<file path="config.mk">
export PLATFORM = sky130hd
export DESIGN_NAME = bencode_stream_validator_unit
export DESIGN_NICKNAME = d
export VERILOG_FILES = /design/src/rtl/bsv_pkg.sv /design/src/rtl/bencode_stream_validator_unit.sv
export SDC_FILE = /design/constraint.sdc
export NUM_CORES = 1
export LEC_CHECK = 0
export BUFFER_PORTS_ARGS = -buffer_cell sky130_fd_sc_hd__buf_2
export CORE_UTILIZATION = 50
export DETAILED_ROUTE_END_ITERATION = 10
export MAX_ROUTING_LAYER = met4
export PLACE_DENSITY = 0.67
export SKIP_CTS_REPAIR_TIMING = 1
export SLEW_MARGIN = 15
export SYNTH_ARGS = -nofsm -noshare
export SYNTH_HDL_FRONTEND = slang
export SYNTH_SLANG_ARGS = --single-unit
</file>
<file path="constraint.sdc">
create_clock -name clk -period 17.9 [get_ports clk]
set_input_delay 3.58 -clock clk [delete_from_list [all_inputs] [get_ports clk]]
set_output_delay 3.58 -clock clk [all_outputs]
set_load 0.05 [all_outputs]
</file>
<file path="src/rtl/bsv_pkg.sv">
// Shared types and constants for the bencode stream validator.
package bsv_pkg;

  // Default sizing of the nesting stack and of the string length counter.
  localparam int STACK_DEPTH_DEFAULT = 128;
  localparam int LENGTH_BITS_DEFAULT = 32;

  // Parser modes, one-hot.
  typedef enum logic [7:0] {
    M_IDLE     = 8'b0000_0001,
    M_ELEM     = 8'b0000_0010,
    M_VALUE    = 8'b0000_0100,
    M_INT_SIGN = 8'b0000_1000,
    M_INT_NEG  = 8'b0001_0000,
    M_INT_DIG  = 8'b0010_0000,
    M_STR_LEN  = 8'b0100_0000,
    M_STR_BODY = 8'b1000_0000
  } mode_t;

  // Status codes of a result.
  localparam logic [1:0] ST_BUSY = 2'd0;
  localparam logic [1:0] ST_DONE = 2'd1;
  localparam logic [1:0] ST_ERR  = 2'd2;

  // Top-level object kinds.
  localparam logic [1:0] KIND_STRING  = 2'd0;
  localparam logic [1:0] KIND_INTEGER = 2'd1;
  localparam logic [1:0] KIND_LIST    = 2'd2;
  localparam logic [1:0] KIND_DICT    = 2'd3;

  // Configuration register indexes.
  localparam logic CFG_DEPTH_LIMIT       = 1'b0;
  localparam logic CFG_MAX_STRING_LENGTH = 1'b1;

  // Reset values of the configuration registers.
  localparam logic [6:0]  DEPTH_LIMIT_RESET       = 7'd127;
  localparam logic [31:0] MAX_STRING_LENGTH_RESET = 32'hFFFF_FFFE;

  // Characters of the encoding.
  localparam logic [7:0] CH_E     = 8'h65;
  localparam logic [7:0] CH_D     = 8'h64;
  localparam logic [7:0] CH_L     = 8'h6C;
  localparam logic [7:0] CH_I     = 8'h69;
  localparam logic [7:0] CH_COLON = 8'h3A;
  localparam logic [7:0] CH_MINUS = 8'h2D;
  localparam logic [7:0] CH_0     = 8'h30;
  localparam logic [7:0] CH_1     = 8'h31;
  localparam logic [7:0] CH_9     = 8'h39;

  // One result transaction.
  typedef struct packed {
    logic [1:0]  status;
    logic [31:0] object_bytes;
    logic [1:0]  object_kind;
    logic [6:0]  nesting;
  } res_t;

endpackage

</file>
<file path="src/rtl/bencode_stream_validator_unit.sv">
// Streaming bencode validator: byte parser, nesting stack memory and output buffer.
//
// Usage: bytes arrive on the item channel (data_byte, end_of_input with
// item_valid / item_ready). Every accepted byte yields exactly one result
// transaction on the result channel (status, object_bytes, object_kind,
// nesting with result_valid / result_ready), in byte order.
// The result of an accepted byte is registered in the output register, or in
// the skid register when that one holds a result not yet taken. Throughput is
// one byte per cycle while item_ready is high; the parser state update and the
// single stack memory access of a byte both fit in that cycle, and the registered
// stack read is kept one step ahead by addressing it with the next stack pointer,
// with write data forwarded when a push lands on the entry being read.
// The result side has an output register and a skid register, so a byte is
// still taken while one result waits; item_ready falls only when both are
// full, and rises again once the receiver takes a result.
// Configuration (depth_limit, max_string_length) comes through cfg_write /
// cfg_index / cfg_data; the user must write it while no object is in progress,
// as the block does not enforce this. Reset (synchronous, active high) returns
// the parser to expect a new object, empties the output buffer and restores
// the register defaults. The stack memory needs no clearing, since an entry is
// always pushed before it is read.
module bencode_stream_validator_unit
  import bsv_pkg::*;
#(
  parameter int STACK_DEPTH = STACK_DEPTH_DEFAULT,
  parameter int LENGTH_BITS = LENGTH_BITS_DEFAULT
) (
  input  logic        clk,
  input  logic        rst,
  input  logic        cfg_write,
  input  logic        cfg_index,
  input  logic [31:0] cfg_data,
  input  logic        item_valid,
  output logic        item_ready,
  input  logic [7:0]  data_byte,
  input  logic        end_of_input,
  output logic        result_valid,
  input  logic        result_ready,
  output logic [1:0]  status,
  output logic [31:0] object_bytes,
  output logic [1:0]  object_kind,
  output logic [6:0]  nesting
);

  localparam int AW = (STACK_DEPTH > 1) ? $clog2(STACK_DEPTH) : 1;
  localparam int DW = (AW > 7) ? AW : 7;
  localparam int NW = LENGTH_BITS + 4;
  localparam int CW = (NW > 32) ? NW : 33;

  // Configuration registers.
  logic [6:0]  depth_limit;
  logic [31:0] max_string_length;

  // Parser state.
  mode_t                  mode;
  logic [AW-1:0]          sp;
  logic [LENGTH_BITS-1:0] rem;
  logic                   is_key;
  logic [31:0]            bcnt;
  logic [1:0]             tkind;

  // Next-state values.
  mode_t                  mode_next;
  logic [AW-1:0]          sp_next;
  logic [LENGTH_BITS-1:0] rem_next;
  logic                   is_key_next;
  logic [31:0]            bcnt_next;
  logic [1:0]             tkind_next;
  logic [1:0]             status_next;

  // Stack memory and its read path.
  logic          kind_stack [STACK_DEPTH];
  logic          rd_q;
  logic          fwd_q;
  logic          fwd_data_q;
  logic          top_bit;
  logic          push;
  logic [AW-1:0] waddr;
  logic          wdata;
  logic [AW-1:0] sp_eff;
  logic [AW-1:0] raddr;

  // Output buffer.
  res_t main_q;
  res_t skid_q;
  logic main_v;
  logic skid_v;
  res_t res_new;

  logic accept;
  logic out_fire;

  // Byte decode and string length arithmetic.
  logic                   is_dig;
  logic [3:0]             dval;
  logic [NW-1:0]          rem_ext;
  logic [NW-1:0]          len_n;
  logic                   too_long;

  assign accept   = item_valid && item_ready;
  assign out_fire = main_v && result_ready;
  assign top_bit  = fwd_q ? fwd_data_q : rd_q;

  assign is_dig  = (data_byte >= CH_0) && (data_byte <= CH_9);
  assign dval    = 4'(data_byte - CH_0);
  assign rem_ext = NW'(rem);
  assign len_n   = ((mode == M_STR_LEN) ? ((rem_ext << 3) + (rem_ext << 1)) : '0) + NW'(dval);
  assign too_long = (CW'(len_n) > CW'({LENGTH_BITS{1'b1}})) ||
                    (CW'(len_n) > CW'(max_string_length));

  // Parser next state for the byte at the input.
  always_comb begin
    logic          ok;
    logic          done;
    logic          do_start;
    logic          at_top;
    logic          do_vd;
    logic          was_key;
    logic [LENGTH_BITS-1:0] rem_dec;
    logic [31:0]   bc_base;

    ok       = 1'b1;
    done     = 1'b0;
    do_start = 1'b0;
    at_top   = 1'b0;
    do_vd    = 1'b0;
    was_key  = 1'b0;
    push     = 1'b0;
    waddr    = sp;
    wdata    = 1'b0;
    rem_dec  = (rem != '0) ? rem - 1'b1 : rem;

    mode_next   = mode;
    rem_next    = rem;
    tkind_next  = (mode == M_IDLE) ? KIND_STRING : tkind;
    sp_next     = (mode == M_IDLE) ? '0 : sp;
    is_key_next = (mode == M_IDLE) ? 1'b0 : is_key;
    bc_base     = (mode == M_IDLE) ? 32'd0 : bcnt;
    bcnt_next   = (bc_base == 32'hFFFF_FFFF) ? bc_base : bc_base + 32'd1;

    unique case (mode)
      M_IDLE: begin
        do_start = 1'b1;
        at_top   = 1'b1;
      end
      M_ELEM: begin
        if (sp == '0) begin
          ok = 1'b0;
        end else if (data_byte == CH_E) begin
          sp_next = sp - 1'b1;
          do_vd   = 1'b1;
        end else if (top_bit) begin
          // Inside a dict every entry opens with a string key.
          if (is_dig) begin
            do_start    = 1'b1;
            is_key_next = 1'b1;
          end else begin
            ok = 1'b0;
          end
        end else begin
          do_start = 1'b1;
        end
      end
      M_VALUE: begin
        do_start = 1'b1;
      end
      M_INT_SIGN: begin
        if (data_byte == CH_MINUS) mode_next = M_INT_NEG;
        else if (is_dig) mode_next = M_INT_DIG;
        else if (data_byte == CH_E) do_vd = 1'b1;
        else ok = 1'b0;
      end
      M_INT_NEG: begin
        if ((data_byte >= CH_1) && (data_byte <= CH_9)) mode_next = M_INT_DIG;
        else if (data_byte == CH_E) do_vd = 1'b1;
        else ok = 1'b0;
      end
      M_INT_DIG: begin
        if (is_dig) mode_next = M_INT_DIG;
        else if (data_byte == CH_E) do_vd = 1'b1;
        else ok = 1'b0;
      end
      M_STR_LEN: begin
        if (is_dig) begin
          if (too_long) ok = 1'b0;
          else rem_next = len_n[LENGTH_BITS-1:0];
        end else if (data_byte == CH_COLON) begin
          if (rem == '0) do_vd = 1'b1;
          else mode_next = M_STR_BODY;
        end else begin
          ok = 1'b0;
        end
      end
      M_STR_BODY: begin
        rem_next = rem_dec;
        if (rem_dec == '0) do_vd = 1'b1;
      end
      default: ok = 1'b0;
    endcase

    // A value has ended: close the object or go back to its container.
    if (do_vd) begin
      was_key     = is_key_next;
      is_key_next = 1'b0;
      if (sp_next == '0) begin
        mode_next = M_IDLE;
        done      = 1'b1;
      end else begin
        mode_next = was_key ? M_VALUE : M_ELEM;
      end
    end

    // Start of a new value at this byte.
    if (do_start) begin
      if (data_byte == CH_I) begin
        if (at_top) tkind_next = KIND_INTEGER;
        mode_next = M_INT_SIGN;
      end else if ((data_byte == CH_L) || (data_byte == CH_D)) begin
        if (at_top) tkind_next = (data_byte == CH_D) ? KIND_DICT : KIND_LIST;
        if ((DW'(sp_next) >= DW'(depth_limit)) || (sp_next == AW'(STACK_DEPTH - 1))) begin
          ok = 1'b0;
        end else begin
          push      = 1'b1;
          waddr     = sp_next;
          wdata     = (data_byte == CH_D);
          sp_next   = sp_next + 1'b1;
          mode_next = M_ELEM;
        end
      end else if (is_dig) begin
        if (at_top) tkind_next = KIND_STRING;
        if (too_long) ok = 1'b0;
        else rem_next = LENGTH_BITS'(dval);
        mode_next = M_STR_LEN;
      end else begin
        ok = 1'b0;
      end
    end

    if (ok && !done && end_of_input) ok = 1'b0;

    // Resolve the status; an error clears the parse state.
    if (!ok) begin
      status_next = ST_ERR;
      mode_next   = M_IDLE;
      sp_next     = '0;
      rem_next    = '0;
      is_key_next = 1'b0;
    end else if (done) begin
      status_next = ST_DONE;
      mode_next   = M_IDLE;
    end else begin
      status_next = ST_BUSY;
    end
  end

  always_comb begin
    res_new.status       = status_next;
    res_new.object_bytes = bcnt_next;
    res_new.object_kind  = tkind_next;
    res_new.nesting      = 7'(sp_next);
  end

  // Read address follows the stack pointer that the next byte will see.
  assign sp_eff = accept ? sp_next : sp;
  assign raddr  = (sp_eff == '0) ? '0 : sp_eff - 1'b1;

  // Nesting stack memory with registered read.
  always_ff @(posedge clk) begin
    if (accept && push) begin
      kind_stack[waddr] <= wdata;
    end
    rd_q       <= kind_stack[raddr];
    fwd_data_q <= wdata;
  end

  // Forward the pushed kind when the read hits the entry being written.
  always_ff @(posedge clk) begin
    if (rst) begin
      fwd_q <= 1'b0;
    end else begin
      fwd_q <= accept && push && (waddr == raddr);
    end
  end

  // Configuration registers.
  always_ff @(posedge clk) begin
    if (rst) begin
      depth_limit       <= DEPTH_LIMIT_RESET;
      max_string_length <= MAX_STRING_LENGTH_RESET;
    end else if (cfg_write) begin
      case (cfg_index)
        CFG_DEPTH_LIMIT:       depth_limit       <= cfg_data[6:0];
        CFG_MAX_STRING_LENGTH: max_string_length <= cfg_data;
        default: ;
      endcase
    end
  end

  // Parser state registers.
  always_ff @(posedge clk) begin
    if (rst) begin
      mode   <= M_IDLE;
      sp     <= '0;
      rem    <= '0;
      is_key <= 1'b0;
      bcnt   <= '0;
      tkind  <= KIND_STRING;
    end else if (accept) begin
      mode   <= mode_next;
      sp     <= sp_next;
      rem    <= rem_next;
      is_key <= is_key_next;
      bcnt   <= bcnt_next;
      tkind  <= tkind_next;
    end
  end

  // Output register with a skid register behind it.
  assign item_ready = !skid_v;

  always_ff @(posedge clk) begin
    if (rst) begin
      main_v <= 1'b0;
      skid_v <= 1'b0;
    end else if (out_fire) begin
      if (skid_v) begin
        main_q <= skid_q;
        skid_v <= 1'b0;
      end else if (accept) begin
        main_q <= res_new;
      end else begin
        main_v <= 1'b0;
      end
    end else if (accept) begin
      if (!main_v) begin
        main_q <= res_new;
        main_v <= 1'b1;
      end else begin
        skid_q <= res_new;
        skid_v <= 1'b1;
      end
    end
  end

  assign result_valid = main_v;
  assign status       = main_q.status;
  assign object_bytes = main_q.object_bytes;
  assign object_kind  = main_q.object_kind;
  assign nesting      = main_q.nesting;

  // The skid register only fills behind a full output register.
  a_skid_behind_main: assert property (@(posedge clk) disable iff (rst) skid_v |-> main_v)
    else $error("skid register holds a result while the output register is empty");

  // Between objects the stack is empty.
  a_idle_empty: assert property (@(posedge clk) disable iff (rst) (mode == M_IDLE) |-> (sp == '0))
    else $error("stack pointer nonzero while expecting a new object");

  // Element mode always sits inside a container.
  a_elem_nested: assert property (@(posedge clk) disable iff (rst) (mode == M_ELEM) |-> (sp != '0))
    else $error("element mode with an empty stack");

  // An error result reports no nesting.
  a_err_flat: assert property (@(posedge clk) disable iff (rst)
    (result_valid && (status == ST_ERR)) |-> (nesting == 7'd0))
    else $error("error result with nonzero nesting");

endmodule
</file>
* Word-level counts from Yosys, hierarchy flattened
Memories as Yosys holds them, arrays and structs flattened. A register that Yosys moved wholly into a read port is not among the register bits.
Index checks and enable logic that the tools add are counted.
** Storage, ports and cells
- Bits in registers :: 211
- RAM bits :: 128
- Input bits :: 47
- Logic and storage cells :: 206
- Memories :: 1
** Operators by class
- Add/sub/neg operators :: 8
- $lt $le $gt $ge :: 6
- Equality and inequality tests :: 20
- Mux-type cells :: 118
- Bitwise operators :: 3
- Reductions and logical operators :: 30
** Memory list
- kind_stack :: words 128, bits a word 1, read ports 1, clocked after Yosys merged registers in 1, wr ports 1, line bencode_stream_validator_unit.sv:72 : logic kind_stack [STACK_DEPTH];
** Operators by type and width (count)
- $mux W32 :: 11
- $mux W43 :: 5
- $mux W8 :: 14
- $mux W7 :: 15
- $logic_not A32 Y1 :: 2
- $pmux W32 S2 :: 1
- $mux W1 :: 56
- $eq A8 B7 Y1 const B :: 5
- $add A35 B33 Y36 :: 1
- $add A36 B4 Y36 :: 1
- $gt A36 B32 Y1 :: 1
- $gt A36 B32 Y1 const B :: 1
- $mux W36 :: 1
- $add A32 B1 Y32 const B :: 1
- $eq A32 B32 Y1 const B :: 1
- $pmux W8 S4 :: 1
- $reduce_bool A32 Y1 :: 1
- $sub A32 B1 Y32 const B :: 1
- $eq A8 B6 Y1 const B :: 3
- $logic_not A7 Y1 :: 3
- $mux W2 :: 9
- $ge A8 B6 Y1 const B :: 2
- $sub A7 B1 Y7 const B :: 2
- $pmux W1 S6 :: 2
- 26 further kinds :: 45

* Logic depth before layout (Yosys ltp)
Gate-level depths: netlist of run 1.
- Depth after elaboration :: 22
- Depth in mapped cells :: 46
- Mapped depth without buffers :: 37

* Worst setup path before layout of run 1
OpenSTA, ideal clock, no wires.
- Path type :: in2reg
- From :: input port data_byte[2]
- To :: memory kind_stack[0], data pin
- Library setup time :: 1.554 ns
- Arrival :: 13.715 ns
- Setup slack :: 2.632 ns
- Stages on the path :: 16
- Buffers on the path :: 4
- Cell sequence :: clkbuf_2 -> nand4b_1 -> nor4bb_1 -> buf_2 -> nand4_1 -> o311ai_0 -> o41ai_2 -> ha_1 -> a21o_1 -> a2111oi_0 -> o21ai_0 -> and2b_1 -> nand2_1 -> clkbuf_1 -> clkbuf_1 -> nor4_1
** On the way
- Word-level cells in the longest chain between the ends :: 10
** Ends and longest elaborated chain
- from (decl) :: line bencode_stream_validator_unit.sv:35 : input logic [7:0] data_byte,
- $eq A8 B7 Y1 :: line bencode_stream_validator_unit.sv:149 : end else if (data_byte == CH_E) begin
- $mux W7 :: line bencode_stream_validator_unit.sv:149
- $mux W7 :: line bencode_stream_validator_unit.sv:147 : if (sp == '0) begin
- $mux W7 :: line bencode_stream_validator_unit.sv:141 : unique case (mode)
- $ge A7 B7 Y1 / $eq A7 B7 Y1 (equally long branches) :: line bencode_stream_validator_unit.sv:220 : if ((DW'(sp_next) >= DW'(depth_limit)) || (sp_next == AW'(STACK_DEPTH - 1))) begin
- $logic_or A1 B1 Y1 :: line bencode_stream_validator_unit.sv:220
- $mux W1 :: line bencode_stream_validator_unit.sv:220
- $mux W1 :: line bencode_stream_validator_unit.sv:218 : end else if ((data_byte == CH_L) || (data_byte == CH_D)) begin
- $mux W1 :: line bencode_stream_validator_unit.sv:215 : if (data_byte == CH_I) begin
- $mux W1 (*) :: line bencode_stream_validator_unit.sv:214 : if (do_start) begin
- named net wdata :: line bencode_stream_validator_unit.sv:79 : logic wdata;
- to (decl) :: line bencode_stream_validator_unit.sv:72
The timed path passes the listed nets; every way through them passes the cells marked *.

* Worst setup path after layout of run 1
- From :: input port data_byte[1]
- To :: register rd_q (read register of kind_stack)
** On the way
- Word-level cells in the longest chain between the ends :: 19
** Ends and longest elaborated chain
- $sub A4 B1 Y4, or another cell as far along :: line bencode_stream_validator_unit.sv:105 : assign dval = 4'(data_byte - CH_0);
- $add A36 B4 Y36 / $logic_and A1 B1 Y1 (equally long branches) :: line bencode_stream_validator_unit.sv:107, bencode_stream_validator_unit.sv:104
- $gt A36 B32 Y1, or another cell as far along :: line bencode_stream_validator_unit.sv:108 : assign too_long = (CW'(len_n) > CW'({LENGTH_BITS{1'b1}})) ||
- $logic_or A1 B1 Y1 / $mux W1 (equally long branches) :: line bencode_stream_validator_unit.sv:108, bencode_stream_validator_unit.sv:152
- $mux W1 (on tied branches) :: line bencode_stream_validator_unit.sv:185, bencode_stream_validator_unit.sv:149
- $mux W1 (on tied branches) :: line bencode_stream_validator_unit.sv:184, bencode_stream_validator_unit.sv:147
- $pmux W1 S6 :: line bencode_stream_validator_unit.sv:141
- $mux W1 :: line bencode_stream_validator_unit.sv:231 : if (too_long) ok = 1'b0;
- [... 2 more ...]
- $mux W1 :: line bencode_stream_validator_unit.sv:215
- $mux W1 :: line bencode_stream_validator_unit.sv:214
- $logic_and A1 B1 Y1 (2 in a row) :: line bencode_stream_validator_unit.sv:239 : if (ok && !done && end_of_input) ok = 1'b0;
- $mux W1 :: line bencode_stream_validator_unit.sv:239
- $mux W7 (*) :: line bencode_stream_validator_unit.sv:242 : if (!ok) begin
- $mux W7 (*)
- $sub A7 B1 Y7 / $logic_not A7 Y1 (equally long branches) :: line bencode_stream_validator_unit.sv:265 : assign raddr = (sp_eff == '0) ? '0 : sp_eff - 1'b1;
- $mux W7 (*) :: line bencode_stream_validator_unit.sv:265
- to (decl) :: line bencode_stream_validator_unit.sv:73 : logic rd_q;
Mark *: on every way between the ends. The rest lies on a longest branch, timed or not.
A chain may end at the register's enable or synchronous reset.

==> metrics.yaml, run 1 <==
r2r_end: "rd_q"
rows: 76
endpoint_kind: "flip-flop"
power.leakage_nw: 8.97
grt_util_all_layers: 0.301
synth_area_mm2: 0.0218
cpPeakStageDelay_ns: 0.66
place_worst_setup_slack_ns: 4.72
worstPathRequired_ns: 18.33
routed_wl_um: 65400
synth_cells: 2528
maxSlewViolCount: 0
outcome: "completed"
r2r_cells: 38
clkTransAtPathRegs_ns: 0.06
ys_ff_latch: 340
synth_top_area_share: 0.295
cap_violations: 0
synth-seq-area-share: 0.411
insertion_delay_ns: 0.57
worstMarginPinSlew_ns: 1.23
reg2reg_slack_ns: 5.99
syn_area_per_cell_um2: 8.61
final_util: 0.552
ys.flop_type: "edfxtp_1"
die_y_um: 211
endpoint: "rd_q"
clock-sinks: 340
r2r-start: "rem[2]"
period_share: 0.715
start_util: 0.506
async_flop_share: 0
hold_class: "flip-flop to flip-flop"
arrival_ns: 13.22
layout-area-overhead-vs-synth_pct: 8.95
grt_start_max_net_pins: 93
grt_pass1_vias: 17800
cts_tree: "done"
critPathKind: "primary input to flip-flop"
finalHoldViolCount: 0
synth_edf_count: 214
viasPerCell: 6.16
grt_pass1_wl_um: 102000
grt_overflow: 0
coreArea_mm2: 0.0430
via_count: 19400
power_density_mw_per_mm2: 71.8
max_slew_margin: 0.179
drive_gt1_frac: 0.0898
setup_tns_ns: 0
hpwl_um: 47200
cts_made_buffers: 38
crit_fanout: 27
num-fill-cells: 4000
fmax_ghz: 0.0782
rsz0062_at_grt: "no"
first_pass_iters: 6
antenna_found_initial: 0
slowest_stage: "nor4_1"
crit_path_start: "data_byte[1]"
cts_root_buf: "clkbuf_16"
yosysTopAreaCell: "edfxtp_1"
syn_nets: 2656
pin_count: 92
final_common_cell: "nand2_1"
drt_iter0_drc: 2138
fin_nets: 2662
vdd_drop_max_v: 0.0000756
setup_viol: 0
synth_area_leaders: "edfxtp_1 (30%), dfxtp_1 (12%), nand2_1 (6.2%), nor2_1 (6.1%), ha_1 (4.5%)"
ant_nets: 0
drc: 0
layout_common_cells: "nand2_1 (360), nor2_1 (353), edfxtp_1 (214)"
synth.distinct_cells: 105
skew_ns: 0.0349
cts-htree-levels: 2
startpoint_type: "primary input"
dieArea_mm2: 0.0444
wl_per_cell_um: 20.8
clockBufferDepth: 3
setup_slack_ns: 5.11
ys_warn_count: 0
finalNonFillerCells: 3145
place.gp.congestion: 1.01
dp_cells: 3079
die_w_um: 211
antenna_cells: 0
port_buffers: 91
fin_crit_ns: 12.79
[kinds of logic (layout without fill, tap and decap cells)]
group	after synthesis	after routing	share of synthesized area
simple gates	1168	1168	0.256
compound gates	544	544	0.172
xor+xnor	107	107	0.0431
fa+ha+maj	81	81	0.0472
mux	59	59	0.0283
flops	340	340	0.411
buf+inv	229	261	0.0429
[worst min path at each step]
stage                                from                    end  slack, ns  cells after the start
floorplan           max_string_length[10]  max_string_length[10]       0.44                      1
global placement     max_string_length[6]   max_string_length[6]       0.45                      1
detailed placement  max_string_length[18]  max_string_length[18]       0.45                      1
CTS                  max_string_length[4]   max_string_length[4]       0.47                      1
global route         max_string_length[4]   max_string_length[4]       0.48                      1
finish               max_string_length[4]   max_string_length[4]       0.46                      1
[cell usage after synthesis (42+ instances only)]
cell and instances:
nand2_1 361, nor2_1 353, edfxtp_1 214, a21oi_1 136
dfxtp_1 126, clkbuf_1 106, o21ai_0 96, inv_1 80
ha_1 79, nand3_1 71, and3_1 64, nor3_1 61
xor2_1 55, xnor2_1 52, nand4_1 50, mux2i_1 47
a211o_1 45, a22oi_1 42
[worst max-delay path: cells and delay by family]
| family | cells | cell delay, ns |
|---|---|---|
| AOI/OAI and AO/OA | 10 | 2.42 |
| adders and majority gates | 4 | 1.18 |
| and+or+nand+nor | 16 | 4.68 |
| xor gates and xnor gates | 1 | 0.17 |
| buffers and inverters | 4 | 1.15 |
[cell type report]
cell class | count | area, um2 | area share
Multi-Input combinational cell | 1959 | 11900 | 0.503
Sequential cell | 340 | 8950 | 0.377
Clock buffer | 50 | 1030 | 0.0433
Tap cell | 585 | 732 | 0.0309
Timing Repair Buffer | 113 | 623 | 0.0263
Inverter | 82 | 308 | 0.0130
Clock inverter | 16 | 151 | 0.00638
[per-stage QoR]
| step | total power [W] | area, um2 | hold slack [ns] |
|---|---|---|---|
| final | 0.00170 | 23700 | 0.461 |
| after global routing | 0.00175 | 23700 | 0.480 |
| after CTS | 0.00172 | 23700 | 0.466 |
| after detailed placement | 0.000959 | 22500 | 0.451 |
| after global placement | 0.000957 | 22500 | 0.447 |
| after floorplan | 0.000930 | 21800 | 0.435 |
[per-layer routing]
layer | global-route usage | vias up | routed length, um
met5 | - | - | 0
met4 | 0.0885 | 0 | 1680
met3 | 0.0379 | 104 | 4790
met2 | 0.447 | 766 | 28600
met1 | 0.430 | 9278 | 30400
li1 | - | 9210 | -
[report_power, final]
group / switching, W / internal, W
Sequential: 0.00000597 / 0.000839
Combinational: 0.0000685 / 0.0000296
Clock: 0.000325 / 0.000435
Total: 0.000400 / 0.00130
[flip-flops by register name, indices dropped and copies added, names as in the netlist]
name,cells
bcnt,32
depth_limit,7
fwd_data_q,1
fwd_q,1
is_key,1
kind_stack,128
max_string_length,32
mode,8
nesting,7
object_bytes,32
object_kind,2
rd_q,1
rem,32
result_valid,1
skid_q,43
skid_v,1
sp,7
status,2
tkind,2
No activity file was read; power rests on OpenSTA's default activity.
==> run 2, diff against run 1 <==
==> constraint.sdc (replaced) <==
create_clock -name clk -period 12.35 [get_ports clk]
set_input_delay 2.47 -clock clk [delete_from_list [all_inputs] [get_ports clk]]
set_output_delay 2.47 -clock clk [all_outputs]
set_load 0.05 [all_outputs]
==> metrics.yaml, run 2 (synthesized netlist as in run 1, its figures left out) <==
setup_tns_ns: 0
vdd_drop_max_v: 0.000103
drt_iter0_drc: 1852
period_share: 0.903
routed_wl_um: 68400
clkTransAtPathRegs_ns: 0.06
fin_nets: 2664
crit_fanout: 23
clockBufferDepth: 3
grt_start_max_net_pins: 99
via_count: 19600
slowest_stage: "a211oi_1"
power.total_w: 0.00258
die_w_um: 211
cap_violations: 0
coreArea_mm2: 0.0430
r2r-start: "rem[2]"
place.gp.congestion: 0.974
power_density_mw_per_mm2: 108
clock-sinks: 340
cts_tree: "done"
grt_pass1_wl_um: 106000
drc: 0
skew_ns: 0.0291
cts_made_buffers: 39
power.leakage_nw: 9.05
finalHoldViolCount: 0
rows: 76
reg_top3: "kind_stack (128), skid_q (43)"
holdPathStages: 1
start_util: 0.506
hold_class: "flip-flop to flip-flop"
pin_count: 92
antenna_found_initial: 1
largest_reg_flops: 128
setup_viol: 0
hpwl_um: 49700
maxSlewViolCount: 0
cpPeakStageDelay_ns: 0.74
viasPerCell: 6.21
layout_common_cells: "nand2_1 (360), nor2_1 (353), edfxtp_1 (214)"
hold_end: "max_string_length[9]"
outcome: "completed"
min_from: "max_string_length[9]"
max_slew_margin: 0.193
reg2reg_slack_ns: 1.19
r2r_end: "rd_q"
arrival_ns: 11.60
ant_nets: 0
insertion_delay_ns: 0.57
grt_pass1_vias: 18600
port_buffers: 91
drive_gt1_frac: 0.0943
dp_cells: 3080
die_y_um: 211
fin_crit_ns: 11.16
cts_root_buf: "clkbuf_16"
wl_per_cell_um: 21.7
endpoint_kind: "flip-flop"
finalNonFillerCells: 3153
layout-area-overhead-vs-synth_pct: 9.82
critPathKind: "flip-flop to flip-flop"
rsz0062_at_grt: "no"
startpoint_type: "flip-flop"
top_register: "kind_stack"
cts-htree-levels: 2
r2r_cells: 37
worstPathRequired_ns: 12.79
grt_util_all_layers: 0.315
fmax_ghz: 0.0896
worstMarginPinSlew_ns: 1.21
first_pass_iters: 6
dieArea_mm2: 0.0444
final_common_cell: "nand2_1"
grt_overflow: 0
-- run 2: changes by cell type in the layout (fill, tap and decap cells not counted), moves of 2 or more --
cell,change
clkinv_4,+2
clkbuf_1,-6
bufinv_16,+4
clkinv_2,+3
-- run 2: cell type report --
type	instances	area [um2]
Sequential cell	340	8950
Clock buffer	46	1040
Clock inverter	26	305
Timing Repair Buffer	114	631
Antenna cell	1	2.50
Multi-Input combinational cell	1959	11900
Fill cell	4005	19100
Inverter	82	308
Tap cell	585	732
-- run 2: power by group --
| group | internal (W) | total (W) | switching [W] |
|---|---|---|---|
| combinational | 0.0000428 | 0.000143 | 0.0000999 |
| sequential | 0.00122 | 0.00122 | 0.00000872 |
| clock | 0.000734 | 0.00122 | 0.000482 |
-- run 2: worst max path at each step --
stage                 start       endpoint  slack [ns]  cells past startpoint
6_report             rem[2]           rd_q        1.19                     37
3_5_place_dp   data_byte[1]           rd_q        0.85                     35
2_1_floorplan  data_byte[2]  kind_stack[0]        1.67                     16
4_1_cts              rem[2]           rd_q        1.39                     38
5_1_grt              rem[2]           rd_q        0.24                     37
3_3_place_gp   data_byte[1]           rd_q        1.23                     34
-- run 2: critical path: cells and delay by family (launching register included) --
| family | cells | cell delay, ns |
|---|---|---|
| flops | 1 | 0.56 |
| compound gates | 12 | 3.62 |
| buf+inv | 3 | 0.55 |
| simple gates | 17 | 4.67 |
| xor+xnor | 1 | 0.18 |
| fa+ha+maj | 4 | 1.43 |
-- run 2: per-layer routing --
layer | vias to the layer above | part of all wire | GRT usage
met5 | - | 0 | -
met4 | 0 | 0.024 | 0.0875
met3 | 99 | 0.074 | 0.0482
met2 | 754 | 0.46 | 0.494
met1 | 9490 | 0.44 | 0.424
li1 | 9225 | - | -
-- run 2: per-stage QoR --
step / hold WS [ns] / util / worst slack (ns) / instance area, um2
after detailed placement: 0.450 / 0.525 / 0.846 / 22600
final: 0.459 / 0.556 / 1.19 / 23900
after floorplan: 0.435 / - / 1.67 / 21800
after global routing: 0.485 / 0.556 / 0.244 / 23900
after CTS: 0.463 / 0.556 / 1.39 / 23900
after global placement: 0.447 / 0.525 / 1.23 / 22600
==> run 3, diff against run 2 <==
==> constraint.sdc (replaced) <==
create_clock -name clk -period 12.35 [get_ports clk]
set_input_delay 1.235 -clock clk [delete_from_list [all_inputs] [get_ports clk]]
set_output_delay 1.235 -clock clk [all_outputs]
set_load 0.05 [all_outputs]
==> metrics.yaml, run 3 (synthesized netlist as in run 1, its figures left out) <==
die_w_um: 211
via_count: 19500
fin_area_mm2: 0.0238
top_register: "kind_stack"
holdPathStages: 1
first_pass_iters: 6
grt_pass1_vias: 18300
setup_tns_ns: 0
cpPeakStageDelay_ns: 0.67
maxSlewViolCount: 0
dieArea_mm2: 0.0444
reg_top3: "kind_stack (128), skid_q (43)"
r2r-start: "rem[2]"
layout-area-overhead-vs-synth_pct: 9.13
cap_violations: 0
period_share: 0.933
dpl_cell_area_mm2: 0.0226
max_slew_margin: 0.203
grt_start_max_net_pins: 130
layout_common_cells: "nand2_1 (360), nor2_1 (352), edfxtp_1 (214)"
critPathKind: "flip-flop to flip-flop"
hpwl_um: 49500
drt_iter0_drc: 1934
power.share.clock: 0.445
min_from: "max_string_length[10]"
fin_nets: 2664
grt_pass1_wl_um: 105000
skew_ns: 0.0221
p_sw_frac: 0.235
coreArea_mm2: 0.0430
finalHoldViolCount: 0
worstMarginPinSlew_ns: 1.20
finalNonFillerCells: 3151
final_common_cell: "nand2_1"
dp_cells: 3081
switching_power_w: 0.000581
endpoint_kind: "flip-flop"
seq_area_mm2: 0.00895
clock-sinks: 340
startpoint_type: "flip-flop"
hold_end: "max_string_length[10]"
drc: 0
comb_power_share: 0.059
ant_nets: 0
place.gp.congestion: 0.958
rsz0062_at_grt: "no"
port_buffers: 91
crit_fanout: 21
cts_made_buffers: 38
grt_util_all_layers: 0.313
largest_reg_flops: 128
start_util: 0.506
final_util: 0.553
vdd_drop_max_v: 0.0000849
outcome: "completed"
pin_count: 92
setup_viol: 0
arrival_ns: 11.95
power_frac_seq: 0.496
drive_gt1_frac: 0.0924
cts_root_buf: "clkbuf_16"
wl_per_cell_um: 21.7
viasPerCell: 6.19
die_y_um: 211
power_density_mw_per_mm2: 104
clockBufferDepth: 3
cts-htree-levels: 2
hold_class: "flip-flop to flip-flop"
power.leakage_nw: 8.97
antenna_found_initial: 1
routed_wl_um: 68400
reg2reg_slack_ns: 0.83
cellInternalPower_w: 0.00189
r2r_cells: 36
num-fill-cells: 4013
worstPathRequired_ns: 12.78
fin_crit_ns: 11.52
multi_input_area_mm2: 0.0119
slowest_stage: "a211o_1"
r2r_end: "rd_q"
clkTransAtPathRegs_ns: 0.07
insertion_delay_ns: 0.56
cts_tree: "done"
grt_overflow: 0
rows: 76
fmax_ghz: 0.0868
[run 3: critical path, delay by kind of cell, from the launching register on]
kind / cells / cell delay, ns
AOI/OAI and AO/OA: 12 / 3.99
xor gates and xnor gates: 1 / 0.18
adders and majority gates: 4 / 1.40
buffers and inverters: 1 / 0.08
DFF: 1 / 0.54
and+or+nand+nor: 18 / 5.17
[run 3: worst max-delay path by stage]
| stage | startpoint | endpoint | slack [ns] | cells past startpoint |
|---|---|---|---|---|
| final | rem[2] | rd_q | 0.83 | 36 |
| after global routing | rem[2] | rd_q | 0.04 | 36 |
| after CTS | rem[2] | rd_q | 1.09 | 36 |
| after detailed placement | rem[2] | rd_q | 1.12 | 36 |
| after global placement | rem[2] | rd_q | 1.74 | 34 |
| after floorplan | data_byte[2] | kind_stack[0] | 2.90 | 16 |
[run 3: routing by layer]
layer | GRT usage | part of all wire
met2 | 0.492 | 0.46
met1 | 0.424 | 0.45
met5 | - | 0
met4 | 0.0947 | 0.029
met3 | 0.0355 | 0.062
[run 3: layout make-up]
cell class              instances  share of cell area
diodes                          1            0.000105
clock buffers                  53              0.0450
clock inverters                16             0.00511
inverters                      82              0.0130
multi-input cells            1959               0.503
flip-flops and latches        340               0.377
well taps                     585              0.0308
repair buffers                115              0.0269
[run 3: stage by stage]
stage	hold slack (ns)	total power, W	setup WS [ns]
after floorplan	0.435	0.00135	2.90
after global placement	0.449	0.00139	1.74
after detailed placement	0.449	0.00139	1.12
after CTS	0.464	0.00248	1.09
after global routing	0.478	0.00254	0.0397
final	0.461	0.00247	0.827
[run 3: power by group through the flow]
stage	clock network, W	logic [W]	registers (W)
detailed placement	0	0.000143	0.00125
CTS	0.00111	0.000144	0.00122
finish	0.00110	0.000145	0.00122
floorplan	0	0.0000805	0.00127
global placement	0	0.000140	0.00125
global route	0.00116	0.000156	0.00123
